`src/rtl/homography_perturbed_points_unit_assert.svh`:
```
// Assertion helpers shared by the perturbed point unit.
`ifndef HOMOGRAPHY_PERTURBED_POINTS_UNIT_ASSERT_SVH
`define HOMOGRAPHY_PERTURBED_POINTS_UNIT_ASSERT_SVH

// Same-cycle implication, checked out of reset.
`define HPP_ASSERT_NOW(lbl, ante, cons, msg) \
  lbl: assert property (@(posedge clk) disable iff (!rst_n) (ante) |-> (cons)) \
    else $error(msg);

// Next-cycle implication, checked out of reset.
`define HPP_ASSERT_NEXT(lbl, ante, cons, msg) \
  lbl: assert property (@(posedge clk) disable iff (!rst_n) (ante) |=> (cons)) \
    else $error(msg);

`endif

```
`src/rtl/hpp_pkg.sv`:
```
package hpp_pkg;

  // Fixed-point formats
  localparam int COORD_FRAC_BITS = 16;
  localparam int WARP_FRAC_BITS  = 24;

  // Point scale to 32 fraction bits, and derived internal widths
  localparam int PT_SHIFT = 32 - COORD_FRAC_BITS;
  localparam int PW       = 32 + PT_SHIFT;
  localparam int DLW      = 64 - WARP_FRAC_BITS;
  localparam int VW       = DLW + 1;
  localparam int QW       = ((PW > VW) ? PW : VW) + 1;
  // Quotient bits kept before the final rounding
  localparam int QB       = 33;

  localparam int FIFO_DEPTH = 4;
  localparam int FIFO_AW    = 2;

  localparam logic signed [31:0] WARP_ONE = 32'sd1 <<< WARP_FRAC_BITS;
  localparam logic [31:0]        STEP_RST = 32'd429497;
  localparam logic [31:0]        SAT_MAX  = 32'h7FFF_FFFF;
  localparam logic [31:0]        SAT_MIN  = 32'h8000_0000;

  // Register map, word index
  typedef enum logic [2:0] {
    REG_C0X  = 3'd0,
    REG_C0Y  = 3'd1,
    REG_C0W  = 3'd2,
    REG_C1X  = 3'd3,
    REG_C1Y  = 3'd4,
    REG_C1W  = 3'd5,
    REG_STEP = 3'd6,
    REG_MODE = 3'd7
  } hpp_reg_e;

  typedef struct packed {
    logic signed [31:0] pt_x;
    logic signed [31:0] pt_y;
    logic signed [31:0] pt_w;
  } hpp_in_t;

  typedef struct packed {
    logic signed [31:0] out_x;
    logic signed [31:0] out_y;
    logic [2:0]         perturb_index;
    logic               last_of_run;
    logic               divide_fault;
  } hpp_out_t;

  typedef logic signed [DLW-1:0] hpp_delta_t;
  typedef logic signed [QW-1:0]  hpp_q_t;

  // Per-column deltas, from the config block
  typedef struct packed {
    hpp_delta_t d0x;
    hpp_delta_t d0y;
    hpp_delta_t d0w;
    hpp_delta_t d1x;
    hpp_delta_t d1y;
    hpp_delta_t d1w;
  } hpp_deltas_t;

  // Queue entry: point tagged with its run mode
  typedef struct packed {
    hpp_in_t pt;
    logic    hess;
  } hpp_qent_t;

  // One perturbed homogeneous point headed for the divider
  typedef struct packed {
    hpp_q_t     qx;
    hpp_q_t     qy;
    hpp_q_t     qw;
    logic [2:0] idx;
    logic       last;
  } hpp_vec_t;

  // Warp entry times step, full precision
  function automatic logic signed [63:0] hpp_mul(logic signed [31:0] c, logic [31:0] e);
    logic signed [64:0] full;
    full = c * $signed({1'b0, e});
    return full[63:0];
  endfunction

endpackage

```
`src/rtl/hpp_front.sv`:
```
`include "homography_perturbed_points_unit_assert.svh"

module hpp_front import hpp_pkg::*; (
  input  logic      clk,
  input  logic      rst_n,
  input  logic      in_valid,
  output logic      in_stall,
  input  hpp_in_t   in_data,
  input  logic      hess,
  output logic      head_valid,
  output hpp_qent_t head,
  input  logic      pop
);

  hpp_qent_t            mem_r [FIFO_DEPTH];
  logic [FIFO_AW-1:0]   wp_r;
  logic [FIFO_AW-1:0]   rp_r;
  logic [FIFO_AW:0]     cnt_r;
  logic                 push;
  logic                 do_pop;

  assign in_stall   = (cnt_r == (FIFO_AW + 1)'(FIFO_DEPTH));
  assign push       = in_valid && !in_stall;
  assign head_valid = (cnt_r != '0);
  assign do_pop     = pop && head_valid;
  assign head       = mem_r[rp_r];

  // Queue storage; each item tagged with the run mode at accept
  always_ff @(posedge clk) begin
    if (push) begin
      mem_r[wp_r] <= '{pt: in_data, hess: hess};
    end
  end

  // Pointers and fill count
  always_ff @(posedge clk) begin
    if (!rst_n) begin
      wp_r  <= '0;
      rp_r  <= '0;
      cnt_r <= '0;
    end else begin
      if (push) wp_r <= wp_r + 1'b1;
      if (do_pop) rp_r <= rp_r + 1'b1;
      cnt_r <= cnt_r + (FIFO_AW + 1)'(push) - (FIFO_AW + 1)'(do_pop);
    end
  end

  `HPP_ASSERT_NEXT(a_cnt_track, 1'b1, cnt_r == $past(cnt_r) + (FIFO_AW + 1)'($past(push)) - (FIFO_AW + 1)'($past(do_pop)), "queue count mismatch")
  `HPP_ASSERT_NOW(a_cnt_bound, 1'b1, cnt_r <= (FIFO_AW + 1)'(FIFO_DEPTH), "queue overfilled")

endmodule

```
`config.mk`:
```
export PLATFORM = sky130hd
export DESIGN_NAME = hpp_front
export DESIGN_NICKNAME = d
export VERILOG_FILES = /design/src/rtl/hpp_pkg.sv /design/src/rtl/hpp_front.sv
export VERILOG_INCLUDE_DIRS = /design/src /design/src/rtl
export SDC_FILE = /design/constraint.sdc
export NUM_CORES = 1
export LEC_CHECK = 0
export BUFFER_PORTS_ARGS = -buffer_cell sky130_fd_sc_hd__buf_2
export CAP_MARGIN = 40
export CORE_MARGIN = 2
export CORE_UTILIZATION = 57
export DETAILED_ROUTE_END_ITERATION = 7
export PLACE_DENSITY = 0.84
export SYNTH_ARGS = -nofsm -noshare
export SYNTH_HDL_FRONTEND = slang
export SYNTH_SLANG_ARGS = --single-unit
```
`constraint.sdc`:
```
create_clock -name clk -period 5.1 [get_ports clk]
set_clock_uncertainty 0.2 [all_clocks]
set_input_delay 1.02 -clock clk [delete_from_list [all_inputs] [get_ports clk]]
set_output_delay 1.02 -clock clk [all_outputs]
set_load 0.05 [all_outputs]
```
==> reports/results.ini <==
[critical_path]
worst_ep_required_time_ps = 3880
crit_family = flip-flops
critical_path_depth = 3
critical-path-max-stage-delay_ps = 880
cp_endpoint_kind = output pin
worstSetupPathType = reg2out
worst_path_max_delay_cell = sky130_fd_sc_hd__dfxtp_4
critical_path_peak_fanout = 40
r2r.worst_path.cells = 11
type_of_element_launching_the_critical_path = flip-flop
cell_by_cell_trace_of_the_critical_path = buf_4, mux4_2, buf_2
worst-endpoint-arrival_ps = 2700
cp_bufs_invs = 2

[routing]
detail_route.first_pass.iterations = 5
antenna_violating_nets_post_route = 0
wire_per_inst_um = 23.3
initialDrtViolationCount = 621
vias = 6523
avgViaCountPerCell = 5.70
wirelength_mm = 26.7
drt_drc_violations_left = 0

[power_and_ir_drop]
switching_portion_of_total_power_pct = 33.5
power_per_cell_area_mw_per_mm2 = 562
power_frac_clock_pct = 27.8
switching_power_mw = 3.22
combPwrFrac_pct = 29.1
seq_power_share_pct = 43.1
vdd_drop_max_mv = 0.427
power_leakage_nw = 5.72
intPower_mw = 6.39

[layout]
final_core_utilization_pct = 68.3
mostFrequentLayoutCells = 388 x sky130_fd_sc_hd__edfxtp_1, 199 x sky130_fd_sc_hd__buf_2, 97 x sky130_fd_sc_hd__mux4_2, 41 x sky130_fd_sc_hd__clkbuf_16, 12 x sky130_fd_sc_hd__clkbuf_1
layout_commonest_cell = sky130_fd_sc_hd__edfxtp_1
number_of_nets_in_the_finished_design = 889
syn2layout_area_growth_pct = 18.2
drive_above_1_share_pct = 44.8

[yosys]
synth_warnings = 0
synth_largest_area_cell = sky130_fd_sc_hd__edfxtp_1
postSynthNetCount = 663
synth.distinct_cells = 19
synth.yosys.seq_area_share_pct = 81.8
synth.top_cells.by_area = sky130_fd_sc_hd__edfxtp_1 81%, sky130_fd_sc_hd__mux4_2 15%, sky130_fd_sc_hd__dfxtp_1 1.2%, sky130_fd_sc_hd__ha_1 0.52%, sky130_fd_sc_hd__buf_8 0.42%
synthCells = 555
synth_area_per_cell_um2 = 26.0
yosysTopAreaCellShare_pct = 80.6
synth-seq-cells = 397
synthesis.area_mm2 = 0.0145

[floorplan]
row_count = 58
ioPinCount = 200
chipHeight_um = 163
design.die.area_mm2 = 0.0267
die_w_um = 163
floorplan.core_area_mm2 = 0.0250
effective_utilization_at_floorplan_pct = 57.7

[clock_tree]
ctsHoldBuffers = 0
cts_tree = built
clk-insertion-delay-late_ps = 510
cts-root-to-sink-buffers = 3
clk_pin_slew_ps = 60
cts-resized-gates = 0
cts.htree.levels = 2
cts_root_buffer = sky130_fd_sc_hd__clkbuf_16
post_cts_buffers = 0
numCtsBuffers = 40
count_of_clock_tree_sinks = 397

[sta]
setup_repair_after_global_routing_missed_its_margin = no
final_setup_violation_count = 0
timing.fmax_mhz = 255
fin_crit_sh_pct = 76.9
fin_crit_ps = 3920
slew_viol_final = 0
worstMarginPinSlew_ps = 807
hold_violations = 0
setup_total_negative_slack_ps = 0
relSlewSlack_pct = 46.2

[outcome]
outcome = completed

[grt]
overflow = 0
grt_antenna_before_repair = 4
grt_pass1_vias = 7168
grt_start_max_net_pins = 78
grt_pass1_wl_mm = 40.6
track_usage_pct = 20.5

[min_path]
holdPathStages = 2
hold_path.class = reg2reg

[placement]
port_buffers = 199
routabilityCongestion = 0.723
dpl_wire_length_mm = 16.0

[flow_run]
timing.max_cap.violations = 0

[worst paths after layout]
kind                            startpoint        to  slack (ps)
worst min-delay path               wp_r[1]   wp_r[1]         320
worst min register to register     wp_r[1]   wp_r[1]         320
worst max-delay path             flip-flop  head[79]        1180
worst max register to register    cnt_r[1]  cnt_r[2]        2210
[registers in the layout, summed over array words and instances (netlist names), named ones only]
signal  cells
rp_r        2
mem_r     388
cnt_r       3
wp_r        2
[power groups by stage]
stage	clock network, mW	logic (mW)	registers, mW
after floorplan	0	2.30	4.10
after global placement	0	2.75	4.20
after detailed placement	0	2.82	4.21
after CTS	2.73	2.83	4.15
after global routing	2.85	2.93	4.18
final	2.67	2.79	4.14
[per-stage QoR]
stage / worst slack [ps] / total power, mW / cells / hold WS (ps) / cell area, µm²
after floorplan: 784 / 6.40 / 555 / 268 / 14500
after global placement: 1640 / 6.95 / 1068 / 277 / 15800
after detailed placement: 1610 / 7.03 / 1069 / 306 / 15900
after CTS: 1060 / 9.71 / 1140 / 313 / 17100
after global routing: 960 / 9.96 / 1141 / 338 / 17100
final: 1180 / 9.61 / 1144 / 318 / 17100
[synth_stat cells, drive strengths merged]
cell type and number:
mux2i 2, clkbuf 8, ha 6, nor3b 1, nand2 4, or3 1
edfxtp 388, buf 16, xnor2 4, o311ai 1, dfxtp 9, inv 5
fa 1, and2 7, o31a 1, mux4 97, nor2b 4
[worst reg2reg max path: cells and delay by family (launching register included)]
family | cells | cell delay (ps)
flops | 1 | 470
simple gates | 3 | 760
fa+ha+maj | 3 | 850
buf+inv | 3 | 230
xor+xnor | 2 | 280
[area by class of cell]
type,instances,area (µm²)
Timing Repair Buffer,208,1140
Sequential cell,397,11800
Clock buffer,56,1110
Tap cell,330,413
Antenna cell,4,10.0
Fill cell,1574,7940
Multi-Input combinational cell,129,2460
Inverter,5,18.8
Clock inverter,15,101
[cells by family (layout without fill, tap and decap cells)]
group,after synthesis,count (layout),synth area share (%)
adder cells (fa/ha/maj),7,7,0.658
multiplexers,99,99,15.3
AND/OR/NAND/NOR,17,17,0.675
other,0,4,0
flip-flops,397,397,81.8
XOR/XNOR,4,4,0.242
buffers and inverters,29,284,1.21
AO/OA/AOI/OAI,2,2,0.121
[per-layer routing]
| layer | track usage, % | vias to the layer above | part of all wire, % |
|---|---|---|---|
| li1 | - | 2837 | - |
| met1 | 25.6 | 3358 | 37 |
| met2 | 34.3 | 273 | 51 |
| met3 | 6.93 | 51 | 9.5 |
| met4 | 6.28 | 4 | 1.9 |
| met5 | 0 | - | 0.10 |
No activity file was read; power rests on OpenSTA's default activity.
