===== src/rtl/homography_perturbed_points_unit_assert.svh =====
// Assertion helpers shared by the perturbed point unit.
`ifndef HOMOGRAPHY_PERTURBED_POINTS_UNIT_ASSERT_SVH
`define HOMOGRAPHY_PERTURBED_POINTS_UNIT_ASSERT_SVH

// Same-cycle implication, checked out of reset.
`define HPP_ASSERT_NOW(lbl, ante, cons, msg) \
  lbl: assert property (@(posedge clk) disable iff (!rst_n) (ante) |-> (cons)) \
    else $error(msg);

// Next-cycle implication, checked out of reset.
`define HPP_ASSERT_NEXT(lbl, ante, cons, msg) \
  lbl: assert property (@(posedge clk) disable iff (!rst_n) (ante) |=> (cons)) \
    else $error(msg);

`endif


===== src/rtl/hpp_pkg.sv =====
package hpp_pkg;

  // Fixed-point formats
  localparam int COORD_FRAC_BITS = 16;
  localparam int WARP_FRAC_BITS  = 24;

  // Point scale to 32 fraction bits, and derived internal widths
  localparam int PT_SHIFT = 32 - COORD_FRAC_BITS;
  localparam int PW       = 32 + PT_SHIFT;
  localparam int DLW      = 64 - WARP_FRAC_BITS;
  localparam int VW       = DLW + 1;
  localparam int QW       = ((PW > VW) ? PW : VW) + 1;
  // Quotient bits kept before the final rounding
  localparam int QB       = 33;

  localparam int FIFO_DEPTH = 4;
  localparam int FIFO_AW    = 2;

  localparam logic signed [31:0] WARP_ONE = 32'sd1 <<< WARP_FRAC_BITS;
  localparam logic [31:0]        STEP_RST = 32'd429497;
  localparam logic [31:0]        SAT_MAX  = 32'h7FFF_FFFF;
  localparam logic [31:0]        SAT_MIN  = 32'h8000_0000;

  // Register map, word index
  typedef enum logic [2:0] {
    REG_C0X  = 3'd0,
    REG_C0Y  = 3'd1,
    REG_C0W  = 3'd2,
    REG_C1X  = 3'd3,
    REG_C1Y  = 3'd4,
    REG_C1W  = 3'd5,
    REG_STEP = 3'd6,
    REG_MODE = 3'd7
  } hpp_reg_e;

  typedef struct packed {
    logic signed [31:0] pt_x;
    logic signed [31:0] pt_y;
    logic signed [31:0] pt_w;
  } hpp_in_t;

  typedef struct packed {
    logic signed [31:0] out_x;
    logic signed [31:0] out_y;
    logic [2:0]         perturb_index;
    logic               last_of_run;
    logic               divide_fault;
  } hpp_out_t;

  typedef logic signed [DLW-1:0] hpp_delta_t;
  typedef logic signed [QW-1:0]  hpp_q_t;

  // Per-column deltas, from the config block
  typedef struct packed {
    hpp_delta_t d0x;
    hpp_delta_t d0y;
    hpp_delta_t d0w;
    hpp_delta_t d1x;
    hpp_delta_t d1y;
    hpp_delta_t d1w;
  } hpp_deltas_t;

  // Queue entry: point tagged with its run mode
  typedef struct packed {
    hpp_in_t pt;
    logic    hess;
  } hpp_qent_t;

  // One perturbed homogeneous point headed for the divider
  typedef struct packed {
    hpp_q_t     qx;
    hpp_q_t     qy;
    hpp_q_t     qw;
    logic [2:0] idx;
    logic       last;
  } hpp_vec_t;

  // Warp entry times step, full precision
  function automatic logic signed [63:0] hpp_mul(logic signed [31:0] c, logic [31:0] e);
    logic signed [64:0] full;
    full = c * $signed({1'b0, e});
    return full[63:0];
  endfunction

endpackage


===== src/rtl/hpp_expand.sv =====
`include "homography_perturbed_points_unit_assert.svh"

module hpp_expand import hpp_pkg::*; (
  input  logic        clk,
  input  logic        rst_n,
  input  logic        head_valid,
  input  hpp_qent_t   head,
  input  hpp_deltas_t deltas,
  input  logic        adv,
  output logic        pop,
  output logic        s0_valid,
  output hpp_vec_t    s0
);

  typedef logic signed [VW-1:0] vcomp_t;

  logic [2:0] k_r;
  logic [2:0] last_k;
  logic       fire;
  logic       s0_valid_r;
  hpp_vec_t   s0_r;
  hpp_vec_t   s0_nxt;
  vcomp_t     vx, vy, vw;
  hpp_q_t     px, py, pw;

  // Vector component by run position
  function automatic vcomp_t pick(logic h, logic [1:0] sel, hpp_delta_t a, hpp_delta_t b);
    vcomp_t ea;
    vcomp_t eb;
    vcomp_t r;
    ea = VW'(a);
    eb = VW'(b);
    if (h) begin
      case (sel)
        2'd0:    r = ea <<< 1;
        2'd1:    r = eb <<< 1;
        2'd2:    r = ea + eb;
        default: r = ea - eb;
      endcase
    end else begin
      r = sel[0] ? eb : ea;
    end
    return r;
  endfunction

  assign last_k   = head.hess ? 3'd7 : 3'd3;
  assign fire     = head_valid && adv;
  assign pop      = fire && (k_r == last_k);
  assign s0_valid = s0_valid_r;
  assign s0       = s0_r;

  // Perturbed point for the current position
  always_comb begin
    px = hpp_q_t'(head.pt.pt_x) <<< PT_SHIFT;
    py = hpp_q_t'(head.pt.pt_y) <<< PT_SHIFT;
    pw = hpp_q_t'(head.pt.pt_w) <<< PT_SHIFT;
    vx = pick(head.hess, k_r[2:1], deltas.d0x, deltas.d1x);
    vy = pick(head.hess, k_r[2:1], deltas.d0y, deltas.d1y);
    vw = pick(head.hess, k_r[2:1], deltas.d0w, deltas.d1w);
    s0_nxt.qx   = k_r[0] ? px - hpp_q_t'(vx) : px + hpp_q_t'(vx);
    s0_nxt.qy   = k_r[0] ? py - hpp_q_t'(vy) : py + hpp_q_t'(vy);
    s0_nxt.qw   = k_r[0] ? pw - hpp_q_t'(vw) : pw + hpp_q_t'(vw);
    s0_nxt.idx  = k_r;
    s0_nxt.last = (k_r == last_k);
  end

  // Run position and stage register
  always_ff @(posedge clk) begin
    if (!rst_n) begin
      k_r        <= '0;
      s0_valid_r <= 1'b0;
    end else begin
      if (adv) s0_valid_r <= fire;
      if (fire) k_r <= pop ? 3'd0 : k_r + 3'd1;
    end
  end

  always_ff @(posedge clk) begin
    if (fire) s0_r <= s0_nxt;
  end

  `HPP_ASSERT_NEXT(a_run_wrap, pop, k_r == 3'd0, "run position did not wrap")
  `HPP_ASSERT_NOW(a_grad_range, head_valid && !head.hess, k_r[2] == 1'b0, "gradient run too long")

endmodule


===== config.mk =====
export PLATFORM = sky130hd
export DESIGN_NAME = hpp_expand
export DESIGN_NICKNAME = d
export VERILOG_FILES = /design/src/rtl/hpp_pkg.sv /design/src/rtl/hpp_expand.sv
export VERILOG_INCLUDE_DIRS = /design/src /design/src/rtl
export SDC_FILE = /design/constraint.sdc
export NUM_CORES = 1
export LEC_CHECK = 0
export BUFFER_PORTS_ARGS = -buffer_cell sky130_fd_sc_hd__clkbuf_2
export CAP_MARGIN = 20
export CORE_ASPECT_RATIO = 1.25
export CORE_UTILIZATION = 30
export CTS_CLUSTER_SIZE = 14
export DETAILED_ROUTE_END_ITERATION = 8
export PLACE_DENSITY = 0.55
export RECOVER_POWER = 50
export SYNTH_ARGS = -nofsm -noshare
export SYNTH_HDL_FRONTEND = slang
export SYNTH_SLANG_ARGS = --single-unit

===== constraint.sdc =====
create_clock -name clk -period 16.51 [get_ports clk]
set_clock_uncertainty 0.2 [all_clocks]
set_input_delay 2.4765 -clock clk [delete_from_list [all_inputs] [get_ports clk]]
set_output_delay 2.4765 -clock clk [all_outputs]
set_load 0.05 [all_outputs]

==> impl_metrics.tcl <==
set metrics [dict create \
    design.die.area_mm2 0.0994 \
    setup_viol 0 \
    netlist_top_cells_area "edfxtp_1 (15%), ha_1 (14%), a21oi_1 (6.7%)" \
    portBuffers 493 \
    peakVddDrop_mv 0.0845 \
    die_y_um 352 \
    violations "capacitance limit, slew limit" \
    fin_area_mm2 0.0334 \
    vias_per_cell 5.65 \
    synth-edff-count 151 \
    grt.total_usage_pct 23.4 \
    ctsResizeCount 0 \
    period_share_pct 63.3 \
    hp-class "reg -> reg" \
    worstHoldEndpoint "s0_valid$_SDFFE_PN0P_" \
    max_stage_delay_ns 0.75 \
    ys_async_sr_fraction_pct 0 \
    ys.flop_type "edfxtp_1" \
    initial_core_util_pct 30.2 \
    min_period_ns 10.45 \
    synth_top_cell_area_share_pct 15.4 \
    dpl_cell_area_mm2 0.0330 \
    p_leak_uw 0.0136 \
    clockBufferDepth 2 \
    yosysUniqueCellTypes 111 \
    synth_nets 4524 \
    drtPass1Iterations 6 \
    reg2reg_depth 30 \
    htree_levels 4 \
    remaining_drc_errors 0 \
    first_iter_violations 2465 \
    clock_latency_ns 0.54 \
    rsz0062_at_grt "false" \
    syn_area_per_cell_um2 7.64 \
    r2r_start "k_r[1]$_SDFFE_PN0P_" \
    synth_compound_area_share_pct 30.4 \
    hold_depth 2 \
    drv_slew 257 \
    hold_viol 0 \
    antenna_left 0 \
    cts_buffers 17 \
    fin_setup_tns_ns 0 \
    syn_area_mm2 0.0294 \
    wl_per_cell_um 21.6 \
    vias 31300 \
    hpwlAfterDp_um 97000 \
    worst_pin_slew_ns 3.23 \
    slowest_stage "a21oi_1" \
    r2r-end "s0[146]$_DFFE_PP_" \
    drive_above_1_share_pct 12.8 \
    synth_top_cell_by_area "edfxtp_1" \
    synthAdderAreaFrac_pct 14.1 \
    synthXorXnorAreaFrac_pct 9.22 \
    outcome "complete, but fails checks" \
    worstHoldStart "s0_valid$_SDFFE_PN0P_" \
    required_ns 16.58 \
    ys_seq_area_share_pct 15.7 \
    grt_pass1_wl_um 178000 \
    synth_top_family_by_area "compound AO/OA/AOI/OAI gates" \
    clock_sinks 155 \
    critPathKind "in -> reg" \
    design.core.area_mm2 0.0974 \
    ys_ff_latch 155 \
    nFillCells 10600 \
    layout.nets 4875 \
    end_kind "flip-flop" \
    synth-simple-area-share_pct 19.0 \
    grt_pass1_vias 29600 \
    arrival_ns 10.52 \
    drv_cap 5 \
    utilization_pct 34.3 \
    grt_start_max_net_pins 63 \
    fmax_ghz 0.0957 \
    cts_tree "yes" \
    pwr_density_cell_mw_per_mm2 64.1 \
    cts_setup_buffers 0 \
    maxSlewHeadroom_pct -115 \
    syn_inst 3855 \
    cts-root-buf "clkbuf_16" \
    syn_to_final_growth_pct 13.5 \
    critPathMaxFanout 8 \
    die_w_um 282 \
    synth_mux_area_share_pct 6.53 \
    wl_um 120000 \
    io_pins 494 \
    antenna_found_initial 42 \
    clk_pin_slew_ns 0.07 \
    yosysWarnings 0 \
    reg2reg_slack_ns 6.73 \
    routabilityCongestion 0.964 \
    num_rows 128 \
    overflow 0 \
    cp-start-kind "input port" \
    whs_ns 0.298 \
    cts_hold_buf 0 \
]
[per-layer routing]
metal / share of wire [%] / up-vias / wire length [um] / track usage [%]
met2: 44 / 1114 / 53100 / 36.8
met4: 3.1 / 48 / 3650 / 8.12
met5: 0.27 / - / 322 / 0
met1: 45 / 14800 / 53200 / 30.9
li1: - / 15100 / - / -
met3: 7.8 / 201 / 9330 / 5.70
[through the flow]
| stage | setup slack (ns) | power, uW | cells |
|---|---|---|---|
| 2_1_floorplan | 6.93 | 1390 | 3855 |
| 3_3_place_gp | 5.67 | 1730 | 5487 |
| 3_5_place_dp | 5.73 | 1730 | 5487 |
| 4_1_cts | 6.31 | 2160 | 5519 |
| 5_1_grt | 5.44 | 2280 | 5529 |
| 6_report | 6.06 | 2140 | 5532 |
[how the worst max path moves through the flow]
stage                          start                 to  cells past startpoint
after global placement     deltas[6]   s0[51]$_DFFE_PP_                     34
final                      deltas[6]   s0[51]$_DFFE_PP_                     34
after floorplan           deltas[52]  s0[100]$_DFFE_PP_                     32
after CTS                  deltas[6]   s0[51]$_DFFE_PP_                     34
after detailed placement   deltas[6]   s0[51]$_DFFE_PP_                     34
after global routing       deltas[6]   s0[51]$_DFFE_PP_                     36
[sequential cells by signal (all words and copies together) (netlist names)]
register and count:
s0 151, s0_valid 1, k_r 3
[kinds of logic (layout without fill, tap and decap cells)]
kind of cell / count (synthesis) / in the layout
flops: 155 / 155
other cells: 0 / 13
compound gates: 1355 / 1355
fa+ha+maj: 328 / 328
mux: 185 / 185
xor+xnor: 310 / 310
simple gates: 1137 / 1137
buf+inv: 385 / 749
[worst max-delay path, delay by kind of cell]
family                     cells  cell delay, ns
AOI/OAI and AO/OA             14            3.28
xor gates and xnor gates       4            0.59
adders and majority gates      2            0.66
buffers and inverters          2            0.29
and+or+nand+nor               12            3.24
[cell usage in the layout (no fill, tap or decap), types with 39 or more instances in the layout]
cell type,netlist,layout
a31oi_1,42,42
nand2b_1,40,39
a21oi_1,394,394
clkbuf_1,143,159
o21ai_0,261,261
xnor2_1,217,217
o21a_1,54,54
mux2i_1,128,128
a211oi_1,47,47
inv_1,195,193
nand2_1,249,247
nor2_1,355,353
nor4_1,60,60
nand3_1,76,76
edfxtp_1,151,151
ha_1,322,322
clkbuf_2,1,339
o31ai_1,49,49
o21bai_1,81,81
xor2_1,93,93
mux2_2,55,55
a21o_1,119,119
nor3_1,99,99
[power by group]
group / switching (uW) / leakage [uW] / total, uW / internal (uW)
logic: 794 / 0.0118 / 1220 / 429
registers: 13.8 / 0.00145 / 508 / 494
clock network: 190 / 0.000269 / 410 / 220
total: 997 / 0.0136 / 2140 / 1140
[cells in the mapped netlist (26+ instances only)]
master / number
o211ai_1: 37
nor4_1: 60
or3_1: 34
nand3_1: 76
nor2_1: 355
nor3_1: 99
a211oi_1: 47
and3_1: 38
inv_1: 195
ha_1: 322
nand2b_1: 40
o21ai_0: 261
edfxtp_1: 151
a31oi_1: 42
nand2_1: 249
o21bai_1: 81
buf_1: 26
a21oi_1: 394
and2_1: 26
clkbuf_1: 143
a21o_1: 119
nand4_1: 34
mux2_2: 55
o21a_1: 54
xnor2_1: 217
xor2_1: 93
mux2i_1: 128
o31ai_1: 49
nor2b_1: 29
[area by class of cell]
class	count	area (um2)	area share [%]
multi-input combinational	3315	23400	69.9
sequential	155	4620	13.8
timing repair buffer	520	2470	7.40
tap	1300	1630	4.87
inverter	197	742	2.22
clock buffer	20	437	1.31
clock inverter	12	124	0.371
antenna	13	32.5	0.0974
No activity file was read; power rests on OpenSTA's default activity.
